<file path="src/hdl/bspd_pkg.sv">
// Package for the BMP stream pixel decoder.
// Holds the channel payload types, phase encoding and format constants.
// No dependencies.
package bspd_pkg;

  localparam int PIX_W     = 13;
  localparam int ORIGIN_W  = 12;
  localparam int CFG_IDX_W = 2;

  localparam logic [CFG_IDX_W-1:0] CFG_ORIGIN_X = 2'd0;
  localparam logic [CFG_IDX_W-1:0] CFG_ORIGIN_Y = 2'd1;

  localparam logic [1:0] ST_PIXEL     = 2'd0;
  localparam logic [1:0] ST_BAD_SIG   = 2'd1;
  localparam logic [1:0] ST_BAD_DEPTH = 2'd2;
  localparam logic [1:0] ST_TOO_LARGE = 2'd3;

  localparam logic [7:0] SIG_B = 8'h42;
  localparam logic [7:0] SIG_M = 8'h4d;

  localparam logic [5:0] OFF_SIG0     = 6'h00;
  localparam logic [5:0] OFF_SIG1     = 6'h01;
  localparam logic [5:0] OFF_WIDTH    = 6'h12;
  localparam logic [5:0] OFF_HEIGHT   = 6'h16;
  localparam logic [5:0] OFF_DEPTH_LO = 6'h1c;
  localparam logic [5:0] OFF_DEPTH_HI = 6'h1d;
  localparam logic [5:0] OFF_PIXELS   = 6'h36;

  localparam logic [15:0] DEPTH_24 = 16'd24;
  localparam logic [15:0] DEPTH_32 = 16'd32;

  typedef enum logic [2:0] {
    PH_HEADER = 3'b001,
    PH_PIXELS = 3'b010,
    PH_DONE   = 3'b100
  } phase_t;

  typedef struct packed {
    logic [7:0] byte_value;
    logic       start_of_file;
  } in_item_t;

  typedef struct packed {
    logic [1:0]       status;
    logic [PIX_W-1:0] pixel_x;
    logic [PIX_W-1:0] pixel_y;
    logic [31:0]      argb_color;
    logic             last_pixel;
  } out_item_t;

  typedef struct packed {
    logic [ORIGIN_W-1:0] x;
    logic [ORIGIN_W-1:0] y;
  } origin_t;

endpackage

</file>
<file path="src/hdl/bmp_stream_pixel_decoder_unit.sv">
// A byte transfers into the input register, is decoded from there and its result, if any,
// is registered in the output register.
// Throughput: one byte per cycle; a held byte is decoded only when the output register is
// empty or its result transfers in that cycle, so the input holds while both are full.
// Reset (rst_n low, synchronous): parser back to the header phase, all counters, captured
// header fields and origin registers cleared, both pipeline registers emptied.
module bmp_stream_pixel_decoder_unit #(
  parameter int MAX_DIM = 4096
) (
  input  logic                           clk,
  input  logic                           rst_n,
  input  logic                           in_valid,
  output logic                           in_stall,
  input  bspd_pkg::in_item_t             in_data,
  output logic                           out_valid,
  input  logic                           out_stall,
  output bspd_pkg::out_item_t            out_data,
  input  logic                           cfg_valid,
  output logic                           cfg_ready,
  input  logic [bspd_pkg::CFG_IDX_W-1:0] cfg_index,
  input  logic [bspd_pkg::ORIGIN_W-1:0]  cfg_wdata
);

  logic                in_vld_r;
  bspd_pkg::in_item_t  in_data_r;
  logic                out_vld_r;
  bspd_pkg::out_item_t out_data_r;
  logic                fire;
  logic                res_vld;
  bspd_pkg::out_item_t res;
  bspd_pkg::origin_t   origin;

  bspd_cfg u_cfg (
    .clk       (clk),
    .rst_n     (rst_n),
    .cfg_valid (cfg_valid),
    .cfg_ready (cfg_ready),
    .cfg_index (cfg_index),
    .cfg_wdata (cfg_wdata),
    .origin    (origin)
  );

  bspd_core #(
    .MAX_DIM (MAX_DIM)
  ) u_core (
    .clk     (clk),
    .rst_n   (rst_n),
    .step_en (fire),
    .in_item (in_data_r),
    .origin  (origin),
    .res_vld (res_vld),
    .res     (res)
  );

  assign fire      = in_vld_r && (!out_vld_r || !out_stall);
  assign in_stall  = in_vld_r && !fire;
  assign out_valid = out_vld_r;
  assign out_data  = out_data_r;

  always_ff @(posedge clk) begin
    if (!rst_n) begin
      in_vld_r  <= 1'b0;
      out_vld_r <= 1'b0;
    end else begin
      if (!in_stall) begin
        in_vld_r <= in_valid;
      end
      if (fire) begin
        out_vld_r <= res_vld;
      end else if (!out_stall) begin
        out_vld_r <= 1'b0;
      end
    end
  end

  always_ff @(posedge clk) begin
    if (!in_stall && in_valid) begin
      in_data_r <= in_data;
    end
    if (fire && res_vld) begin
      out_data_r <= res;
    end
  end

  a_in_hold: assert property (@(posedge clk) disable iff (!rst_n)
    in_vld_r && !fire |=> in_vld_r && $stable(in_data_r))
    else $error("held input byte lost");

  a_res_out: assert property (@(posedge clk) disable iff (!rst_n)
    fire && res_vld |=> out_valid)
    else $error("decoded result not presented");

  a_out_hold: assert property (@(posedge clk) disable iff (!rst_n)
    out_valid && out_stall |=> out_valid && $stable(out_data))
    else $error("stalled result changed");

endmodule

</file>
<file path="src/hdl/bspd_cfg.sv">
// Origin registers written through the configuration channel.
// Depends on bspd_pkg.
module bspd_cfg (
  input  logic                               clk,
  input  logic                               rst_n,
  input  logic                               cfg_valid,
  output logic                               cfg_ready,
  input  logic [bspd_pkg::CFG_IDX_W-1:0]     cfg_index,
  input  logic [bspd_pkg::ORIGIN_W-1:0]      cfg_wdata,
  output bspd_pkg::origin_t                  origin
);

  bspd_pkg::origin_t origin_r;

  assign cfg_ready = 1'b1;
  assign origin    = origin_r;

  always_ff @(posedge clk) begin
    if (!rst_n) begin
      origin_r <= '0;
    end else if (cfg_valid) begin
      case (cfg_index)
        bspd_pkg::CFG_ORIGIN_X: origin_r.x <= cfg_wdata;
        bspd_pkg::CFG_ORIGIN_Y: origin_r.y <= cfg_wdata;
        default: ;
      endcase
    end
  end

endmodule

</file>
<file path="src/hdl/bspd_core.sv">
// Header parser and pixel assembler: one file byte per step, at most one result.
// Depends on bspd_pkg.
module bspd_core #(
  parameter int MAX_DIM = 4096
) (
  input  logic                clk,
  input  logic                rst_n,
  input  logic                step_en,
  input  bspd_pkg::in_item_t  in_item,
  input  bspd_pkg::origin_t   origin,
  output logic                res_vld,
  output bspd_pkg::out_item_t res
);

  localparam int DIM_W = $clog2(MAX_DIM + 1);
  localparam int PW    = bspd_pkg::PIX_W;

  bspd_pkg::phase_t ph_r, ph_nxt, ph_e;
  logic [5:0]       off_r, off_nxt, off_e;
  logic [31:0]      w_r, w_nxt, w_e;
  logic [31:0]      h_r, h_nxt, h_e;
  logic [15:0]      dep_r, dep_nxt, dep_e;
  logic [DIM_W-1:0] cc_r, cc_nxt, cc_e;
  logic [DIM_W-1:0] rc_r, rc_nxt, rc_e;
  logic [1:0]       bip_r, bip_nxt, bip_e;
  logic [23:0]      pp_r, pp_nxt, pp_e;
  logic [1:0]       pad_r, pad_nxt, pad_e;

  logic [7:0]       b;
  logic [31:0]      mw, mh;
  logic [DIM_W-1:0] mw_n, mh_n;
  logic [1:0]       w_idx, h_idx;
  logic [15:0]      dep_full;
  logic             bpp4;
  logic [23:0]      pp_upd;
  logic [7:0]       alpha;
  logic             more_bytes;
  logic [PW-1:0]    xs, ys;
  logic             col_last, row_last;

  assign b        = in_item.byte_value;
  assign mw       = w_e[31] ? (32'd0 - w_e) : w_e;
  assign mh       = h_e[31] ? (32'd0 - h_e) : h_e;
  assign mw_n     = mw[DIM_W-1:0];
  assign mh_n     = mh[DIM_W-1:0];
  assign w_idx    = 2'(off_e - bspd_pkg::OFF_WIDTH);
  assign h_idx    = 2'(off_e - bspd_pkg::OFF_HEIGHT);
  assign dep_full = {b, dep_e[7:0]};
  assign bpp4     = (dep_e == bspd_pkg::DEPTH_32);
  assign alpha    = (bip_e == 2'd3) ? b : 8'd0;
  assign more_bytes = bpp4 ? (bip_e != 2'd3) : (bip_e < 2'd2);
  assign xs = w_e[31] ? (PW'(mw_n) - PW'(cc_e) - PW'(1)) : PW'(cc_e);
  assign ys = h_e[31] ? PW'(rc_e) : (PW'(mh_n) - PW'(rc_e) - PW'(1));
  assign col_last = ((DIM_W+1)'(cc_e) + (DIM_W+1)'(1)) >= (DIM_W+1)'(mw_n);
  assign row_last = ((DIM_W+1)'(rc_e) + (DIM_W+1)'(1)) >= (DIM_W+1)'(mh_n);

  always_comb begin
    case (bip_e)
      2'd0:    pp_upd = pp_e | {16'd0, b};
      2'd1:    pp_upd = pp_e | {8'd0, b, 8'd0};
      2'd2:    pp_upd = pp_e | {b, 16'd0};
      default: pp_upd = pp_e;
    endcase
  end

  always_comb begin
    ph_e  = ph_r;
    off_e = off_r;
    w_e   = w_r;
    h_e   = h_r;
    dep_e = dep_r;
    cc_e  = cc_r;
    rc_e  = rc_r;
    bip_e = bip_r;
    pp_e  = pp_r;
    pad_e = pad_r;
    if (in_item.start_of_file) begin
      ph_e  = bspd_pkg::PH_HEADER;
      off_e = '0;
      w_e   = '0;
      h_e   = '0;
      dep_e = '0;
      cc_e  = '0;
      rc_e  = '0;
      bip_e = '0;
      pp_e  = '0;
      pad_e = '0;
    end
  end

  always_comb begin
    ph_nxt  = ph_e;
    off_nxt = off_e;
    w_nxt   = w_e;
    h_nxt   = h_e;
    dep_nxt = dep_e;
    cc_nxt  = cc_e;
    rc_nxt  = rc_e;
    bip_nxt = bip_e;
    pp_nxt  = pp_e;
    pad_nxt = pad_e;
    res_vld = 1'b0;
    res     = '0;
    case (ph_e)
      bspd_pkg::PH_HEADER: begin
        if ((off_e == bspd_pkg::OFF_SIG0 && b != bspd_pkg::SIG_B) ||
            (off_e == bspd_pkg::OFF_SIG1 && b != bspd_pkg::SIG_M)) begin
          res_vld    = 1'b1;
          res.status = bspd_pkg::ST_BAD_SIG;
          ph_nxt     = bspd_pkg::PH_DONE;
        end else if (off_e == bspd_pkg::OFF_DEPTH_HI &&
                     dep_full != bspd_pkg::DEPTH_24 && dep_full != bspd_pkg::DEPTH_32) begin
          dep_nxt    = dep_full;
          res_vld    = 1'b1;
          res.status = bspd_pkg::ST_BAD_DEPTH;
          ph_nxt     = bspd_pkg::PH_DONE;
        end else if (off_e == bspd_pkg::OFF_DEPTH_HI &&
                     (mw > 32'(MAX_DIM) || mh > 32'(MAX_DIM))) begin
          dep_nxt    = dep_full;
          res_vld    = 1'b1;
          res.status = bspd_pkg::ST_TOO_LARGE;
          ph_nxt     = bspd_pkg::PH_DONE;
        end else begin
          if (off_e >= bspd_pkg::OFF_WIDTH && off_e < bspd_pkg::OFF_HEIGHT) begin
            w_nxt[{w_idx, 3'b000} +: 8] = b;
          end
          if (off_e >= bspd_pkg::OFF_HEIGHT && off_e < bspd_pkg::OFF_HEIGHT + 6'd4) begin
            h_nxt[{h_idx, 3'b000} +: 8] = b;
          end
          if (off_e == bspd_pkg::OFF_DEPTH_LO) begin
            dep_nxt[7:0] = b;
          end
          if (off_e == bspd_pkg::OFF_DEPTH_HI) begin
            dep_nxt = dep_full;
          end
          if (off_e + 6'd1 >= bspd_pkg::OFF_PIXELS) begin
            ph_nxt  = (mw == 32'd0 || mh == 32'd0) ? bspd_pkg::PH_DONE : bspd_pkg::PH_PIXELS;
            cc_nxt  = '0;
            rc_nxt  = '0;
            bip_nxt = '0;
            pp_nxt  = '0;
            pad_nxt = '0;
          end else begin
            off_nxt = off_e + 6'd1;
          end
        end
      end
      bspd_pkg::PH_PIXELS: begin
        if (pad_e != 2'd0) begin
          pad_nxt = pad_e - 2'd1;
        end else if (more_bytes) begin
          pp_nxt  = pp_upd;
          bip_nxt = bip_e + 2'd1;
        end else begin
          res_vld        = 1'b1;
          res.status     = bspd_pkg::ST_PIXEL;
          res.pixel_x    = xs + PW'(origin.x);
          res.pixel_y    = ys + PW'(origin.y);
          res.argb_color = {alpha, pp_upd};
          bip_nxt        = '0;
          pp_nxt         = '0;
          if (col_last) begin
            cc_nxt = '0;
            if (row_last) begin
              res.last_pixel = 1'b1;
              ph_nxt         = bspd_pkg::PH_DONE;
            end else begin
              rc_nxt  = rc_e + DIM_W'(1);
              pad_nxt = bpp4 ? 2'd0 : mw[1:0];
            end
          end else begin
            cc_nxt = cc_e + DIM_W'(1);
          end
        end
      end
      default: ;
    endcase
  end

  always_ff @(posedge clk) begin
    if (!rst_n) begin
      ph_r  <= bspd_pkg::PH_HEADER;
      off_r <= '0;
      w_r   <= '0;
      h_r   <= '0;
      dep_r <= '0;
      cc_r  <= '0;
      rc_r  <= '0;
      bip_r <= '0;
      pp_r  <= '0;
      pad_r <= '0;
    end else if (step_en) begin
      ph_r  <= ph_nxt;
      off_r <= off_nxt;
      w_r   <= w_nxt;
      h_r   <= h_nxt;
      dep_r <= dep_nxt;
      cc_r  <= cc_nxt;
      rc_r  <= rc_nxt;
      bip_r <= bip_nxt;
      pp_r  <= pp_nxt;
      pad_r <= pad_nxt;
    end
  end

  a_last_done: assert property (@(posedge clk) disable iff (!rst_n)
    step_en && res_vld && res.last_pixel |=> ph_r == bspd_pkg::PH_DONE)
    else $error("last pixel did not end the image");

  a_pad_depth: assert property (@(posedge clk) disable iff (!rst_n)
    pad_r != 2'd0 |-> dep_r == bspd_pkg::DEPTH_24)
    else $error("row padding pending on a 32-bit image");

  a_phase_onehot: assert property (@(posedge clk) disable iff (!rst_n)
    $onehot(ph_r))
    else $error("parser phase not one-hot");

endmodule
</file>
<file path="config.mk">
export PLATFORM = sky130hd
export DESIGN_NAME = bmp_stream_pixel_decoder_unit
export DESIGN_NICKNAME = d
export VERILOG_FILES = /design/src/hdl/bspd_pkg.sv /design/src/hdl/bmp_stream_pixel_decoder_unit.sv /design/src/hdl/bspd_cfg.sv /design/src/hdl/bspd_core.sv
export SDC_FILE = /design/constraint.sdc
export NUM_CORES = 1
export LEC_CHECK = 0
export BUFFER_PORTS_ARGS = -buffer_cell sky130_fd_sc_hd__buf_2
export CELL_PAD_IN_SITES_DETAIL_PLACEMENT = 1
export CELL_PAD_IN_SITES_GLOBAL_PLACEMENT = 1
export CORE_MARGIN = 8
export CORE_UTILIZATION = 50
export DETAILED_ROUTE_END_ITERATION = 16
export PLACE_DENSITY_LB_ADDON = 0.1
export REMOVE_ABC_BUFFERS = 1
export SLEW_MARGIN = 25
export SYNTH_ARGS = -nofsm -noshare
export SYNTH_HDL_FRONTEND = slang
export SYNTH_SLANG_ARGS = --single-unit
</file>
<file path="constraint.sdc">
create_clock -name clk -period 25.5 [get_ports clk]
set_input_delay 3.825 -clock clk [delete_from_list [all_inputs] [get_ports clk]]
set_output_delay 3.825 -clock clk [all_outputs]
set_load 0.05 [all_outputs]
</file>
# After elaboration in Yosys (flattened, before gate mapping)
# Index checks and enable logic that the tools add are counted.
[word_totals] output_inout_bits=64 input_bits=28 word_cells=214 regBits=239
[op_classes] n_shift=4 addsub=19 n_reduce_logical=30 bitwise_logic=6 order_cmp=10 muxes=107 eq_ne=16
[ops] operator="$mux 32" count=14
[ops] operator="$mux 13" count=19
[ops] operator="$mux 24" count=7
[ops] operator="$mux 16" count=6
[ops] operator="$pmux 24 s3" count=1
[ops] operator="$bwmux 32" count=2
[ops] operator="$gt 32x13->1 const B" count=2
[ops] operator="$logic_not 32->1" count=2
[ops] operator="$shift 8x7->32 const A" count=2
[ops] operator="$shiftx 8x7->32" count=2
[ops] operator="$sub 1x32->32 const A" count=2
[ops] operator="$mux 61" count=1
[ops] operator="$mux 59" count=1
[ops] operator="$pmux 13 s2" count=2
[ops] operator="$pmux 24 s2" count=1
[ops] operator="$mux 2" count=20
[ops] operator="$mux 6" count=6
[ops] operator="$mux 3" count=10
[ops] operator="$add 13x1->14 const B" count=2
[ops] operator="$ge 14x13->1" count=2
[ops] operator="$add 13x1->13 const B" count=2
[ops] operator="$add 13x12->13" count=2
[ops] operator="$sub 13x1->13 const B" count=2
[ops] operator="$sub 13x13->13" count=2
[ops] operator="other kinds (39)" count=80

# Longest topological paths before layout
# Gate-level depths: netlist (run 1).
[depth] depth_word=11 mapped_depth=30 depth_no_buf=23

# Cells and area by module
# A second synthesis (run 1) with hierarchy kept.
[unflattened] cells_unflattened=1923 hier_area_um2=15813.9
[by_module_without_submodules] module="bspd_core" n_inst=1 cells_per_inst=1749 area_per_inst_um2=12684.7
[by_module_without_submodules] module="bmp_stream_pixel_decoder_unit" n_inst=1 cells_per_inst=80 area_per_inst_um2=2193.4
[by_module_without_submodules] module="bspd_cfg" n_inst=1 cells_per_inst=94 area_per_inst_um2=935.9

# Worst setup path after synthesis (run 1)
# No wires, ideal clock.
[synth_timing] path_type="input port to output port" from="input port out_stall" to="output port in_stall" path_stages=1 required_ns=21.675 arrival_time_ns=4.306 setup_slack_ns=17.369 path_buffers=0 cell_sequence="and3_1"
[synth_via] elab_chain_cells=5
[synth_rtl] element="from (decl)" line_no="bmp_stream_pixel_decoder_unit.sv:16" text="input logic out_stall,"
[synth_rtl] element="$logic_not 1->1"
[synth_rtl] element="$logic_or 1x1->1" line_no="bmp_stream_pixel_decoder_unit.sv:55" text="assign fire = in_vld_r && (!out_vld_r || !out_stall);"
[synth_rtl] element="$logic_and 1x1->1" line_no="bmp_stream_pixel_decoder_unit.sv:55"
[synth_rtl] element="$logic_not 1->1" line_no="bmp_stream_pixel_decoder_unit.sv:56" text="assign in_stall = in_vld_r && !fire;"
[synth_rtl] element="$logic_and 1x1->1" line_no="bmp_stream_pixel_decoder_unit.sv:56"
[synth_rtl] element="to (decl)" line_no="bmp_stream_pixel_decoder_unit.sv:13" text="output logic in_stall,"
# Every way passes these cells.

# Worst setup path in the final report (run 1)
# Same ends and word-level chain as after synthesis.

==> impl_results.md, run 1 <==
- CP delay by family, top: buffers and inverters
- Filler instances: 3781
- Crit path largest cell delay: 0.28 ns
- Status: finished clean
- Vias in the first global route: 16120
- Mapped Cells: 1941
- First DRT Iteration DRCs: 1106
- Die area: 37680 um^2
- Layout cells sized above 1: 10.73%
- Mean post-synth cell area: 8.173 um^2
- Ys async rst share: 0%
- WP buf/inv: 2
- Max-cap violation count: 0
- First drt pass iteration count: 4
- Critical Path, Cell by Cell: buf_2, and3_1, buf_2
- DP HPWL: 39.81 mm
- Multi-input gate area: 9595 um^2
- Storage cell area: 5485 um^2
- DRC: 0
- Setup_tns: 0 ns
- Final Skew: 0.02288 ns
- Nets: 2084
- Fin Hold WS: 0.4621 ns
- Worst-case clock buffer depth: 3
- CP Class: in -> out
- Via density: 6.468
- Detail Route Antenna Nets: 0
- Wire per inst: 23.56 um
- GRT Total Usage: 28.85%
- Layout Cells excl Fill: 2389
- Most used cell along the critical path: buf_2
- Worst Path Required: 21.67 ns
- Worst hold path type: reg -> reg
- Seq/Total Area, Yosys: 34.58%
- RD Place Congestion: 0.8878
- Tcrit/Tclk final: 32.24%
- Starting density of the core: 50.53%
- CTS tree: built
- Root buf cell: clkbuf_16
- Endpoints failing setup: 0
- Worst slew pin tran: 1.061 ns
- F_max: 0.1216 GHz
- RSZ-0062 raised after global routing: false
- Hold Fails Final Rpt: 0
- Rel. slew slack: 29.28%
- Arrival @ worst endpoint: 4.40 ns
- Cts repair resizes: 0
- Post-synthesis register bit count: 239
- # Post-CTS Setup Buffers: 0
- R2R setup slack: 18.80 ns
- Height of the die: 194.1 um
- Placed Cells: 2334
- Power per cell area: 53.31 nW/um^2
- Initial antenna violation count: 0
- Clock Latency Late Sink: 0.56 ns
- Dominant synthesized flop cell: dfxtp_1
- Core area: 31390 um^2
- Routed wire length: 56.27 mm
- Crit end category: output port
- Syn-to-layout area delta: 10.96%
- Crit path launch type: input pin
- CTS clk-pin slew, worst paths: 0.06 ns
- Minimum clock period: 8.222 ns
- Grt ovf: 0
- First-pass GRT wire length: 89.36 mm
- Cell Rows: 65
- CTS Buf Count: 29
- Pin count of the biggest net entering global routing: 78
- CTS H-Tree Depth: 1
- Total Power: 0.9384 mW
- Yosys warns: 0
- Crit-path max FO: 3
- DR vias: 15450
- Buffers on Ports: 90
- Peak supply drop: 0.00005827 V
- Distinct cells, synth: 84
- Synthesized area: 15860 um^2
- Final Slew Violations: 0
- Clk sinks: 239
- Post-CTS Hold Buffers: 0
- Ports: 92
- Lkg Pwr: 6.843 nW
- CP max-delay cell: buf_2
- Horiz. Die Dim: 194.1 um
- Post-synth EDFFs: 70
cell usage in the layout, fill, tap and decap left out, drive strengths merged, types with 30 or more instances in the layout:
master / n
edfxtp: 70
and3: 38
xnor2: 55
nor3: 41
nand3: 43
dfxtp: 169
inv: 92
nor4: 33
ha: 89
clkbuf: 39
mux2i: 40
nor2: 294
nand2: 136
buf: 118
o21ai: 86
a22oi: 94
a21oi: 110
nor2b: 30
area by class of cell:
| class | count | share of cell area, % |
|---|---|---|
| multi-input cells | 1486 | 54.51 |
| repair buffers | 118 | 3.753 |
| inverters | 89 | 1.905 |
| diodes | 1 | 0.01422 |
| flip-flops and latches | 239 | 31.16 |
| clock inverters | 15 | 1.230 |
| well taps | 402 | 2.858 |
| clock buffers | 39 | 4.564 |
stage by stage:
stage | utilization, % | setup slack (ns) | instance area (um^2)
floorplan | - | 15.20 | 15370
global placement | 52.73 | 17.31 | 16550
detailed placement | 52.73 | 17.30 | 16550
CTS | 55.98 | 17.30 | 17570
global route | 56.06 | 17.25 | 17600
finish | 56.07 | 17.28 | 17600
worst paths after layout:
path | from | endpoint | cells after the start
max | out_stall | in_stall | 3
min | u_core.pp_r[20]$_SDFFE_PN0P_ | u_core.pp_r[20]$_SDFFE_PN0P_ | 1
max reg2reg | in_data_r[0]$_DFFE_PP_ | out_data[57]$_SDFFCE_PP0P_ | 21
min reg2reg | u_core.pp_r[20]$_SDFFE_PN0P_ | u_core.pp_r[20]$_SDFFE_PN0P_ | 1
worst reg2reg max path, stage by stage (launching register included):
cell and delay, ns:
edfxtp_1 0.37, buf_4 0.29, inv_2 0.55, buf_4 0.60, nand2_1 0.15, ha_1 0.28, mux2_2 0.26, nand2_1 0.17
inv_1 0.11, fa_1 0.44, xnor2_1 0.17, a211oi_1 0.42, ha_1 0.36, a21oi_1 0.24, o21bai_1 0.10, a21oi_1 0.28
o21bai_1 0.12, a21oi_1 0.30, o21bai_1 0.15, a2111oi_0 0.69, o21ai_0 0.22, nor3b_1 0.18
flip-flops by register name, summed over array words and instances, names as in the netlist:
register and count:
in_data_r 9, out_data 61, u_core.pp_r 24, u_core.bip_r 2, u_core.rc_r 13, u_core.h_r 32
out_valid 1, in_vld_r 1, u_core.cc_r 13, u_core.pad_r 2, u_core.w_r 32, u_core.ph_r 3
u_core.off_r 6, u_cfg.origin 24, u_core.dep_r 16
Yosys cell counts (38+ instances only):
cell,number,area [um^2]
a21oi_1,110,550.5
inv_1,89,334.1
edfxtp_1,70,2102
o21ai_0,78,390.4
nor2_1,294,1104
clkbuf_1,104,390.4
xnor2_1,55,481.7
nand3_1,43,215.2
a22oi_1,94,705.7
mux2i_1,40,400.4
dfxtp_1,169,3383
ha_1,89,1114
nor3_1,41,205.2
and3_1,38,237.7
nand2_1,136,510.5
per-layer routing:
layer | vias to the layer above | wire length (um) | global-route usage (%)
met3 | 141 | 2948 | 4.044
met5 | - | 0 | 0
met4 | 0 | 2562 | 13.66
met1 | 7668 | 23800 | 35.53
met2 | 500 | 26960 | 49.21
li1 | 7144 | - | -
logic make-up after synthesis:
logic type / count (synthesis) / synth area share [%]
multiplexers: 50 / 3.305
XOR/XNOR: 76 / 4.196
buffers and inverters: 216 / 5.245
AND/OR/NAND/NOR: 739 / 22.45
flip-flops: 239 / 34.58
AO/OA/AOI/OAI: 527 / 22.68
other: 1 / 0.02364
adder cells (fa/ha/maj): 93 / 7.524
power breakdown:
part | switching [mW] | internal (mW)
Sequential | 0.00477 | 0.400
Combinational | 0.0698 | 0.0215
Clock | 0.170 | 0.272
Total | 0.245 | 0.693
Power figures use the tool's default switching activity.
==> run 2: changes to the inputs <==
Settings changed: CORE_UTILIZATION 50 to 43.
Clock period 25.5 ns to 7 ns, I/O delays scaled along.
==> run 2 against run 1 <==
Sequential share of layout area down 0.051 points. Core utilization is 7.7 points lower. Clock skew decreased by 0.0076 ns. Die area rose by 15%. Cell count rose by 2.8%.
==> impl_results.md, run 2 (synthesized netlist as in run 1, its figures left out) <==
- Initial antenna violation count: 1
- Max reg flops: 61
- CTS H-Tree Depth: 1
- DR vias: 15170
- RD Place Congestion: 0.8875
- F_max: 0.1790 GHz
- Status: finished clean
- Layout cells sized above 1: 10.87%
- First drt pass iteration count: 5
- Placed Cells: 2402
- Wire per inst: 22.79 um
- Routed wire length: 55.97 mm
- Max-cap violation count: 0
- Sw Ratio: 27.52%
- Crit path launch type: flop
- Crit end category: flop
- Minimum clock period: 5.587 ns
- WP buf/inv: 1
- Reg-to-Reg Start: in_data_r[0]$_DFFE_PP_
- Via density: 6.175
- Vias in the first global route: 15450
- Pin count of the biggest net entering global routing: 125
- Crit path capture: out_data[44]$_SDFFCE_PP0P_
- Height of the die: 208.1 um
- Rel. slew slack: 37.91%
- Die area: 43300 um^2
- DRC: 0
- Core Util, Final: 48.39%
- Pre-CTS setup slack: 1.420 ns
- Worst hold path type: reg -> reg
- Int Power: 2.406 mW
- CTS tree: built
- Worst Path Required: 7.28 ns
- Root buf cell: clkbuf_16
- Final worst setup slack: 1.413 ns
- Clock network power share: 45.7%
- Arrival @ worst endpoint: 5.87 ns
- Instance count on the critical path: 20
- Detail Route Antenna Nets: 0
- DP HPWL: 40.94 mm
- Peak supply drop: 0.0001838 V
- Commonest non-fill, non-tap cell in the layout: nor2_1
- Crit path largest cell delay: 0.61 ns
- Commonest cells after routing, fill and taps aside: 294 x nor2_1, 169 x dfxtp_1, 135 x nand2_1
- Cts repair resizes: 0
- Final Skew: 0.01525 ns
- Total Power: 3.320 mW
- Horiz. Die Dim: 208.1 um
- Tcrit/Tclk final: 79.81%
- N_diodes: 0
- CP max-delay cell: a2111oi_0
- Post-CTS Hold Buffers: 0
- Reg2reg end: out_data[44]$_SDFFCE_PP0P_
- Critical Path Start: in_data_r[0]$_DFFE_PP_
- Core area: 36430 um^2
- Worst slew pin tran: 0.9313 ns
- Power per cell area: 188.3 nW/um^2
- CP Class: reg -> reg
- First-pass GRT wire length: 87.64 mm
- CTS clk-pin slew, worst paths: 0.06 ns
- R2R cell count: 20
- Grt ovf: 0
- GRT Total Usage: 24.82%
- Fin Hold WS: 0.4703 ns
- Nets: 2086
- Layout Cells excl Fill: 2456
- Lkg Pwr: 6.820 nW
- Final Slew Violations: 0
- # Post-CTS Setup Buffers: 0
- NetSw: 0.9135 mW
- Crit-path max FO: 29
- Buffers on Ports: 90
- Worst-case clock buffer depth: 3
- Syn-to-layout area delta: 11.14%
- R2R setup slack: 1.41 ns
- Hold Fails Final Rpt: 0
- CTS Buf Count: 29
- First DRT Iteration DRCs: 933
- Ports: 92
- Cell Rows: 70
- Sequential power share: 44.4%
- RSZ-0062 raised after global routing: false
- Clock Latency Late Sink: 0.57 ns
- Clk sinks: 239
- Starting density of the core: 43.54%
- Endpoints failing setup: 0
- Logic gate share of total power: 9.8%
- CP delay by family, top: compound AO/OA/AOI/OAI gates
- Critical Path, Cell by Cell: inv_2, nand2_1, ha_1, nor2b_1, xnor2_1, nor2_1, ha_1, nor2b_1, o21ai_0, a21boi_0, o21ai_0, nand2b_1, xnor2_1, o22ai_1, ha_1, a21oi_1, o21bai_1, a2111oi_0, o21ai_0, nor3b_1
run 2: cell count changes in the layout (fill, tap and decap cells not counted), sizes merged:
cell,before,now
clkbuf,39,35
clkinvlp,1,3
buf,118,120
diode,1,0
inv,92,93
clkinv,6,10
bufinv,5,2
run 2: metal layers:
layer / track usage, % / part of all wire [%]
met3: 3.427 / 4.8
met4: 8.052 / 3.2
met2: 42.25 / 47
met1: 32.14 / 45
met5: 0 / 0
run 2: layout make-up:
class	instances	area (um^2)
inverters	89	335.3
clock buffers	35	778.2
repair buffers	120	688.2
well taps	468	585.6
flip-flops and latches	239	5485
fillers	4367	18800
multi-input cells	1486	9587
clock inverters	19	171.4
run 2: how the worst min path moves through the flow:
stage	from	end	slack, ns	depth (start not counted)
2_1_floorplan	u_core.pp_r[10]$_SDFFE_PN0P_	u_core.pp_r[10]$_SDFFE_PN0P_	0.43	1
6_report	u_core.pp_r[12]$_SDFFE_PN0P_	u_core.pp_r[12]$_SDFFE_PN0P_	0.47	1
5_1_grt	u_core.pp_r[13]$_SDFFE_PN0P_	u_core.pp_r[13]$_SDFFE_PN0P_	0.48	1
3_3_place_gp	u_core.pp_r[13]$_SDFFE_PN0P_	u_core.pp_r[13]$_SDFFE_PN0P_	0.45	1
3_5_place_dp	u_core.pp_r[15]$_SDFFE_PN0P_	u_core.pp_r[15]$_SDFFE_PN0P_	0.45	1
4_1_cts	u_core.pp_r[13]$_SDFFE_PN0P_	u_core.pp_r[13]$_SDFFE_PN0P_	0.47	1
run 2: metrics by stage:
step	setup TNS (ns)	cell area [um^2]
after detailed placement	0	16670
final	0	17630
after CTS	0	17620
after global placement	0	16660
after global routing	0	17630
after floorplan	-243.46	15370
run 2: power by group through the flow:
stage	logic [mW]	clock network [mW]	registers [mW]
detailed placement	0.327	0	1.51
global route	0.349	1.60	1.48
CTS	0.328	1.54	1.48
floorplan	0.126	0	1.58
finish	0.327	1.52	1.47
global placement	0.320	0	1.50
run 2: worst register-to-register path, cell delays in order (launching register included):
cell and delay [ns]:
edfxtp_1 0.46, inv_2 0.49, nand2_1 0.21, ha_1 0.39
nor2b_1 0.22, xnor2_1 0.17, nor2_1 0.10, ha_1 0.37
nor2b_1 0.14, o21ai_0 0.23, a21boi_0 0.16, o21ai_0 0.35
nand2b_1 0.12, xnor2_1 0.13, o22ai_1 0.16, ha_1 0.27
a21oi_1 0.21, o21bai_1 0.14, a2111oi_0 0.61, o21ai_0 0.21
nor3b_1 0.18
